==> src/hdl/buddy_page_allocator_defines.svh <==
// assertion macros for the buddy page allocator
`ifndef BUDDY_PAGE_ALLOCATOR_DEFINES_SVH
`define BUDDY_PAGE_ALLOCATOR_DEFINES_SVH

`ifndef SYNTHESIS
`define BPA_ASSERT_IMPLIES(lbl, clk, rst_n, ante, cons) \
  lbl: assert property (@(posedge clk) disable iff (!rst_n) (ante) |-> (cons)) \
    else $error("buddy allocator check failed");
`define BPA_ASSERT_NEXT(lbl, clk, rst_n, ante, cons) \
  lbl: assert property (@(posedge clk) disable iff (!rst_n) (ante) |=> (cons)) \
    else $error("buddy allocator check failed");
`else
`define BPA_ASSERT_IMPLIES(lbl, clk, rst_n, ante, cons)
`define BPA_ASSERT_NEXT(lbl, clk, rst_n, ante, cons)
`endif

`endif

==> src/hdl/bpa_pkg.sv <==
package bpa_pkg;

  localparam int NUM_ORDERS  = 11;
  localparam int TOTAL_PAGES = 4096;
  localparam int TOP_ORDER   = NUM_ORDERS - 1;
  localparam int ORD_W       = $clog2(NUM_ORDERS);
  localparam int PAGE_W      = $clog2(TOTAL_PAGES);
  localparam int CNT_W       = PAGE_W + 1;
  localparam int WORD_W      = 64;
  localparam int BIT_W       = $clog2(WORD_W);
  localparam int WIDX_W      = PAGE_W - BIT_W;

  // words of free bits held for one order
  function automatic int words_at(int k);
    int blocks;
    blocks = TOTAL_PAGES >> k;
    return (blocks + WORD_W - 1) >> BIT_W;
  endfunction

  // first word of one order in the bitmap memory
  function automatic int base_of(int k);
    int sum;
    sum = 0;
    for (int j = 0; j < k; j++) sum += words_at(j);
    return sum;
  endfunction

  localparam int MEM_DEPTH = base_of(NUM_ORDERS);
  localparam int ADDR_W    = $clog2(MEM_DEPTH);

  localparam logic [CNT_W-1:0] SIZE_LIMIT = CNT_W'(1) << TOP_ORDER;
  localparam logic [CNT_W-1:0] PAGES_MAX  = CNT_W'(TOTAL_PAGES);

  typedef enum logic [3:0] {
    ST_REB_INIT, ST_REB_RUN, ST_IDLE, ST_DECODE, ST_SCAN_RD, ST_SCAN_CHK,
    ST_CLR_RD, ST_CLR_WR, ST_SPLIT_CHK, ST_SET_RD, ST_SET_WR,
    ST_FREE_RD, ST_FREE_WR, ST_RESP
  } state_e;

  typedef enum logic [3:0] {
    DP_NOP, DP_LOAD, DP_PREP, DP_REB_INIT, DP_REB_WR, DP_SCAN_CHK,
    DP_WR_CLR, DP_WR_SET, DP_WR_MERGE, DP_SPLIT, DP_RESP
  } dp_op_e;

  typedef enum logic [1:0] {
    STS_OK      = 2'd0,
    STS_TOO_BIG = 2'd1,
    STS_NONE    = 2'd2,
    STS_FREED   = 2'd3
  } status_e;

  typedef enum logic {
    KIND_ALLOC = 1'b0,
    KIND_FREE  = 1'b1
  } kind_e;

  typedef struct packed {
    dp_op_e  op;
    status_e code;
    logic    cfg_load;
  } dp_cmd_t;

  typedef struct packed {
    logic too_large;
    logic is_free;
    logic none_free;
    logic reb_last;
    logic word_nz;
    logic k_gt_ord;
    logic merge_hit;
  } dp_sts_t;

  function automatic logic [ADDR_W-1:0] word_addr(logic [ORD_W-1:0] k,
                                                  logic [WIDX_W-1:0] w);
    logic [ADDR_W-1:0] base;
    base = '0;
    for (int j = 0; j < NUM_ORDERS; j++)
      if (k == ORD_W'(j)) base = ADDR_W'(base_of(j));
    return base + ADDR_W'(w);
  endfunction

  function automatic logic [WIDX_W-1:0] last_word(logic [ORD_W-1:0] k);
    logic [WIDX_W-1:0] lw;
    lw = '0;
    for (int j = 0; j < NUM_ORDERS; j++)
      if (k == ORD_W'(j)) lw = WIDX_W'(words_at(j) - 1);
    return lw;
  endfunction

  // ceiling log2, zero and one give order 0
  function automatic logic [ORD_W-1:0] order_of(logic [PAGE_W-1:0] cnt);
    logic [PAGE_W-1:0] m;
    logic [ORD_W-1:0]  ord;
    m   = cnt - PAGE_W'(1);
    ord = '0;
    for (int b = 0; b < PAGE_W; b++)
      if (m[b]) ord = ORD_W'(b + 1);
    if (cnt <= PAGE_W'(1)) ord = '0;
    return ord;
  endfunction

  function automatic logic [BIT_W-1:0] low_bit(logic [WORD_W-1:0] w);
    logic [BIT_W-1:0] p;
    p = '0;
    for (int b = WORD_W - 1; b >= 0; b--)
      if (w[b]) p = BIT_W'(b);
    return p;
  endfunction

endpackage

==> src/hdl/bpa_ctrl.sv <==
module bpa_ctrl (
  input  logic              clk_i,
  input  logic              rst_ni,
  input  logic              start_i,
  input  logic              cfg_valid_i,
  input  bpa_pkg::dp_sts_t  sts_i,
  output bpa_pkg::dp_cmd_t  cmd_o,
  output logic              busy_o,
  output logic              cfg_ready_o
);
  import bpa_pkg::*;

  state_e state_q, state_d;
  // order search outcome, held from decode until the response
  logic   miss_q, miss_d;

  always_ff @(posedge clk_i or negedge rst_ni) begin
    if (!rst_ni) begin
      state_q <= ST_REB_INIT;
      miss_q  <= 1'b0;
    end else begin
      state_q <= state_d;
      miss_q  <= miss_d;
    end
  end

  assign miss_d = (state_q == ST_DECODE) ? sts_i.none_free : miss_q;

  always_comb begin
    state_d = state_q;
    unique case (state_q)
      ST_REB_INIT: state_d = ST_REB_RUN;
      ST_REB_RUN:  if (sts_i.reb_last) state_d = ST_IDLE;
      ST_IDLE: begin
        priority if (cfg_valid_i && !start_i) state_d = ST_REB_INIT;
        else if (start_i)                     state_d = ST_DECODE;
        else                                  state_d = ST_IDLE;
      end
      ST_DECODE: begin
        priority if (sts_i.too_large) state_d = ST_RESP;
        else if (sts_i.is_free)       state_d = ST_FREE_RD;
        else if (sts_i.none_free)     state_d = ST_RESP;
        else                          state_d = ST_SCAN_RD;
      end
      ST_SCAN_RD:   state_d = ST_SCAN_CHK;
      ST_SCAN_CHK:  state_d = sts_i.word_nz ? ST_CLR_RD : ST_SCAN_RD;
      ST_CLR_RD:    state_d = ST_CLR_WR;
      ST_CLR_WR:    state_d = ST_SPLIT_CHK;
      ST_SPLIT_CHK: state_d = sts_i.k_gt_ord ? ST_SET_RD : ST_RESP;
      ST_SET_RD:    state_d = ST_SET_WR;
      ST_SET_WR:    state_d = ST_SPLIT_CHK;
      ST_FREE_RD:   state_d = ST_FREE_WR;
      ST_FREE_WR:   state_d = sts_i.merge_hit ? ST_FREE_RD : ST_RESP;
      ST_RESP:      state_d = ST_IDLE;
      default:      state_d = ST_IDLE;
    endcase
  end

  always_comb begin
    cmd_o = '{op: DP_NOP, code: STS_OK, cfg_load: 1'b0};
    unique case (state_q)
      ST_REB_INIT: cmd_o.op = DP_REB_INIT;
      ST_REB_RUN:  cmd_o.op = DP_REB_WR;
      ST_IDLE: begin
        priority if (cfg_valid_i && !start_i) cmd_o.cfg_load = 1'b1;
        else if (start_i)                     cmd_o.op = DP_LOAD;
        else                                  cmd_o.op = DP_NOP;
      end
      ST_DECODE:    cmd_o.op = DP_PREP;
      ST_SCAN_CHK:  cmd_o.op = DP_SCAN_CHK;
      ST_CLR_WR:    cmd_o.op = DP_WR_CLR;
      ST_SPLIT_CHK: if (sts_i.k_gt_ord) cmd_o.op = DP_SPLIT;
      ST_SET_WR:    cmd_o.op = DP_WR_SET;
      ST_FREE_WR:   cmd_o.op = DP_WR_MERGE;
      ST_RESP: begin
        cmd_o.op = DP_RESP;
        priority if (sts_i.too_large) cmd_o.code = STS_TOO_BIG;
        else if (sts_i.is_free)       cmd_o.code = STS_FREED;
        else if (miss_q)              cmd_o.code = STS_NONE;
        else                          cmd_o.code = STS_OK;
      end
      default: cmd_o.op = DP_NOP;
    endcase
  end

  assign busy_o      = (state_q != ST_IDLE);
  assign cfg_ready_o = (state_q == ST_IDLE) && !start_i;

endmodule

==> config.mk <==
export PLATFORM = sky130hd
export DESIGN_NAME = bpa_ctrl
export DESIGN_NICKNAME = d
export VERILOG_FILES = /design/src/hdl/buddy_page_allocator_defines.svh /design/src/hdl/bpa_pkg.sv /design/src/hdl/bpa_ctrl.sv
export SDC_FILE = /design/constraint.sdc
export NUM_CORES = 1
export LEC_CHECK = 0
export BUFFER_PORTS_ARGS = -buffer_cell sky130_fd_sc_hd__buf_4
export CAP_MARGIN = 20
export CORE_AREA = 5 5 42 44
export DETAILED_ROUTE_END_ITERATION = 12
export DIE_AREA = 0 0 47 49
export MAX_ROUTING_LAYER = met4
export SLEW_MARGIN = 30
export SYNTH_ARGS = -nofsm -noshare
export SYNTH_HDL_FRONTEND = slang
export SYNTH_SLANG_ARGS = --single-unit
==> constraint.sdc <==
create_clock -name clk_i -period 3.4 [get_ports clk_i]
set_input_delay 0.68 -clock clk_i [delete_from_list [all_inputs] [get_ports clk_i]]
set_output_delay 0.68 -clock clk_i [all_outputs]
set_load 0.02 [all_outputs]
## Yosys cells after proc, flatten, opt, wreduce, memory -nomap -nowiden

Index checks and enable logic that the tools add are counted.

| word-level totals | value |
|---|---|
| register bits after elaboration | 5 |
| output and inout bits | 9 |

| operators by class | value |
|---|---|
| eq/ne operators | 15 |
| mux-type cells | 20 |
| reduce and logical (&&, ||, !) cells | 5 |

Operators with widths:

| kind | number |
|---|---|
| $pmux W4 S12 | 1 |
| $pmux W4 S10 | 1 |
| $eq A4 B4 Y1 const B | 6 |
| $mux W4 | 6 |
| $eq A4 B3 Y1 const B | 4 |
| $mux W2 | 6 |
| $eq A4 B2 Y1 const B | 2 |
| $mux W3 | 2 |
| $eq A4 B1 Y1 const B | 1 |
| $logic_not A4 Y1 | 1 |
| $mux W1 | 4 |
| $ne A4 B2 Y1 const B | 1 |
| $logic_and A1 B1 Y1 | 2 |
| $ne A2 B2 Y1 const B | 1 |
| $reduce_or A2 Y1 | 1 |
| $logic_not A1 Y1 | 1 |

## Logic depth before layout (Yosys ltp)

| depth | value |
|---|---|
| depth in word-level cells | 4 |
| depth in mapped cells | 5 |

## Worst setup path after synthesis

Ideal clock, no wire load.

| timing path | value |
|---|---|
| path type | flip-flop to output port |
| from | register state_q[1] |
| to | output cmd_o[4] in the netlist's numbering |
| data arrival time | 1.268 ns |
| path slack | 1.452 ns |
| stages on the path, launching flop included | 6 |
| path buffers | 1 |
| path through | dfrtp_1 or2_1 clkbuf_1 o21ai_0 nor2_1 a21oi_1 |

RTL lines:

| item | RTL line | RTL |
|---|---|---|
| start: declaration | bpa_ctrl.sv:13 | `state_e state_q, state_d;` |
| start signal: assignment | bpa_ctrl.sv:22 | `state_q <= state_d;` |
| end: declaration | bpa_ctrl.sv:7 | `output bpa_pkg::dp_cmd_t cmd_o,` |

==> results by group <==
Power and ir drop
  • Switching part of the total power: 0.501
  • PD cells: 968 nW/um2
  • Sequential Power Share: 0.293
  • Static leakage: between 0.2 and 0.3 nW
  • Net load switching power: 0.000312 W
  • Clock power share: 0.113
  • Gate power share: 0.594
  • Peak supply drop: 432 uV
  • Internal cell power: about 0.00031 W

Global routing
  • Overall global routing resource usage: 0.128
  • Sum of overflow across all layers after global routing: 0
  • Wire length of the first global-routing pass: 2150 um
  • Maximum number of pins on one net before global-route repair: 19
  • Via count of the first global-routing pass: 518
  • Number of antenna violations at the first check in global routing: 0

Synthesis
  • Post-synth ARST share: 1.00
  • Distinct cell type count of the synthesized netlist: 29
  • Number of flops mapped to enable cells by yosys: 0
  • Total of flip-flops plus latches after synthesis: 5
  • Total nets after synthesis: 80
  • Number of warnings issued by yosys: 0
  • Cell count after synthesis: 69
  • Average footprint of a synthesized cell: 7.11 um2
  • Post-Syn Area: 490 um2
  • Synth Flop Type: sky130_fd_sc_hd__dfrtp_1
  • Sequential fraction of the synthesis area: 0.255

Clocking
  • Buffer levels on the longest clock path: 2
  • TritonCTS clock tree: done
  • Post-CTS repair timing setup buffer count: 0
  • Number of buffers inserted by hold repair at cts: 0
  • Clock latency at the later pin of the worst-skew pair: 0.24 ns
  • Resized Gates After CTS: 0
  • CTS sink count: 5
  • Number of H-tree branching levels: 1
  • TritonCTS Buffers: 3
  • Clk root buf: sky130_fd_sc_hd__clkbuf_4
  • Clock transition at the registers of the reported paths: 0.04 ns

Finish
  • Count of inserted antenna diode cells: 0
  • Area delta synth->final: 31.4%
  • Filler-free cell count of the finished design: 102
  • Summed area of non-filler cells in the final layout: 644 um2
  • Number of nets in the layout: 98
  • Share of layout cells above drive strength 1: 0.337
  • Most frequent cells in the layout: sky130_fd_sc_hd__buf_4 (19), sky130_fd_sc_hd__nor2_1 (9), sky130_fd_sc_hd__a21oi_1 (7), sky130_fd_sc_hd__o21ai_0 (7)
  • Most common cell after layout, fill and taps aside: sky130_fd_sc_hd__buf_4

Placed design
  • Post-DP HPWL: 965 um
  • Worst slack, placed: 1.32 ns
  • Port Buffer Count: 19
  • Area after detailed placement: 618 um2
  • Weighted congestion reported at the end of routability-driven placement: 0.755
  • Cells after DPL: 98

STA
  • Worst slew margin relative to its limit: 0.620
  • Setup repair after global routing missed its margin: false
  • Transition time at the pin with the least slew margin: 0.569 ns
  • Fraction of the cycle the final worst path needs: 0.686
  • Setup violators final: 0
  • Time the final worst path needs with I/O delays and setup: 2.33 ns
  • Setup_tns: 0 ns
  • Maximum clock frequency: 0.429 GHz
  • Worst Skew: about 0.00076 ns
  • Minimum setup slack in the final design: 1.07 ns
  • Final hold violation count: 0
  • Max-slew violations: 0

Worst setup path
  • Req. time, crit path: 2.72 ns
  • List of cells traversed by the critical path: or2_1 > o21ai_0 > nor2_1 > a21oi_1 > buf_4
  • Critical-path top delay cell: sky130_fd_sc_hd__dfrtp_1
  • Worst setup path category: flip-flop to primary output
  • Peak fanout along the critical path: 14
  • Critical Path End Type: primary output
  • Arrival time at the worst endpoint: 1.65 ns
  • Max incr delay on CP: 0.51 ns
  • Critical path launch point type: flip-flop

Routing
  • Vias per cell: roughly 5.5
  • DRC errors left: 0
  • Average wire per standard cell: between 10 and 15 um
  • Routed via count: 563
  • Drt pass-1 iters: 2
  • DRT Wirelength: 1290 um
  • Initial DRC Count: 5
  • Post-detailed-route count of antenna-violating nets: 0

Floorplan
  • Standard-cell row count: 14
  • Die extent in x: 47 um
  • Core footprint: 1400 um2
  • Total die area: 2300 um2
  • Ports: 20
  • Initial cell density of the core: 0.350
  • Die outline height: 49 um

Hold path
  • Min-Delay Path Class: input pin to asynchronous set/reset pin

Run
  • Count of maximum capacitance violations: 0

Outcome
  • Status: finished, final reports clean
## flip-flops by register name, indices dropped and copies added (netlist names)
| signal | flops |
|---|---|
| miss_q | 1 |
| state_q | 4 |
## layer usage
layer | GRT usage | share of wire | vias up | routed length [um]
met4 | 0.0415 | 0 | 0 | 0
li1 | - | - | 284 | -
met2 | 0.179 | 0.46 | 21 | 595
met5 | - | 0 | - | 0
met3 | 0.0443 | 0.062 | 0 | 80
met1 | 0.169 | 0.48 | 258 | 617
## cell families after synthesis
family	after synthesis	share of synthesized area
simple gates	30	0.314
flops	5	0.255
buf+inv	9	0.0944
compound gates	24	0.314
mux	1	0.0230
## power groups by stage
stage	Clock [W]	Combinational [W]	Sequential, W
after floorplan	0	0.000350	0.000109
after global placement	0	0.000374	0.000182
after detailed placement	0	0.000376	0.000181
after CTS	0.0000734	0.000376	0.000180
after global routing	0.0000765	0.000411	0.000191
final	0.0000706	0.000370	0.000183
## Yosys cell counts (all sizes together) (2+ instances only)
master | instances | area [um2]
o22ai | 3 | 18.8
nand2b | 2 | 12.5
buf | 5 | 31.3
nor3 | 4 | 20.0
dfrtp | 5 | 125
inv | 3 | 11.3
nand2 | 6 | 25.0
nand3 | 2 | 10.0
and2b | 2 | 18.8
nor2 | 9 | 33.8
o21ai | 7 | 35.0
a21oi | 8 | 43.8
## worst max-delay path: cells and delay by family (launching register included)
kind / cells / cell delay, ns
simple gates: 2 / 0.42
flops: 1 / 0.51
buf+inv: 1 / 0.15
compound gates: 2 / 0.32
## final cells by class
type,instances,area [um2]
clock buffers,4,26.3
fillers,175,757
inverters,3,11.3
multi-input cells,55,319
flip-flops and latches,5,125
well taps,16,20.0
repair buffers,19,143
## worst paths after layout
path	from	endpoint	slack (ns)	depth (start not counted)
setup / recovery	state_q[0]$_DFFE_PN0P_	cmd_o[4]	1.07	5
hold / removal	rst_ni	state_q[2]$_DFFE_PN0P_	0.23	1
setup reg to reg	state_q[0]$_DFFE_PN0P_	state_q[1]$_DFFE_PN0P_	1.96	4
hold reg to reg	miss_q$_DFFE_PN0P_	miss_q$_DFFE_PN0P_	0.50	1
max in group asynchronous	rst_ni	miss_q$_DFFE_PN0P_	3.07	1
min in group clk_i	miss_q$_DFFE_PN0P_	miss_q$_DFFE_PN0P_	0.50	1
## through the flow
stage	hold WS, ns	power (W)	utilization
3_3_place_gp	0.483	0.000556	0.441
2_1_floorplan	0.384	0.000459	-
4_1_cts	0.221	0.000629	0.460
5_1_grt	0.218	0.000679	0.460
3_5_place_dp	0.484	0.000557	0.441
6_report	0.226	0.000624	0.460
Note: power is estimated with default switching activity, not from simulation.
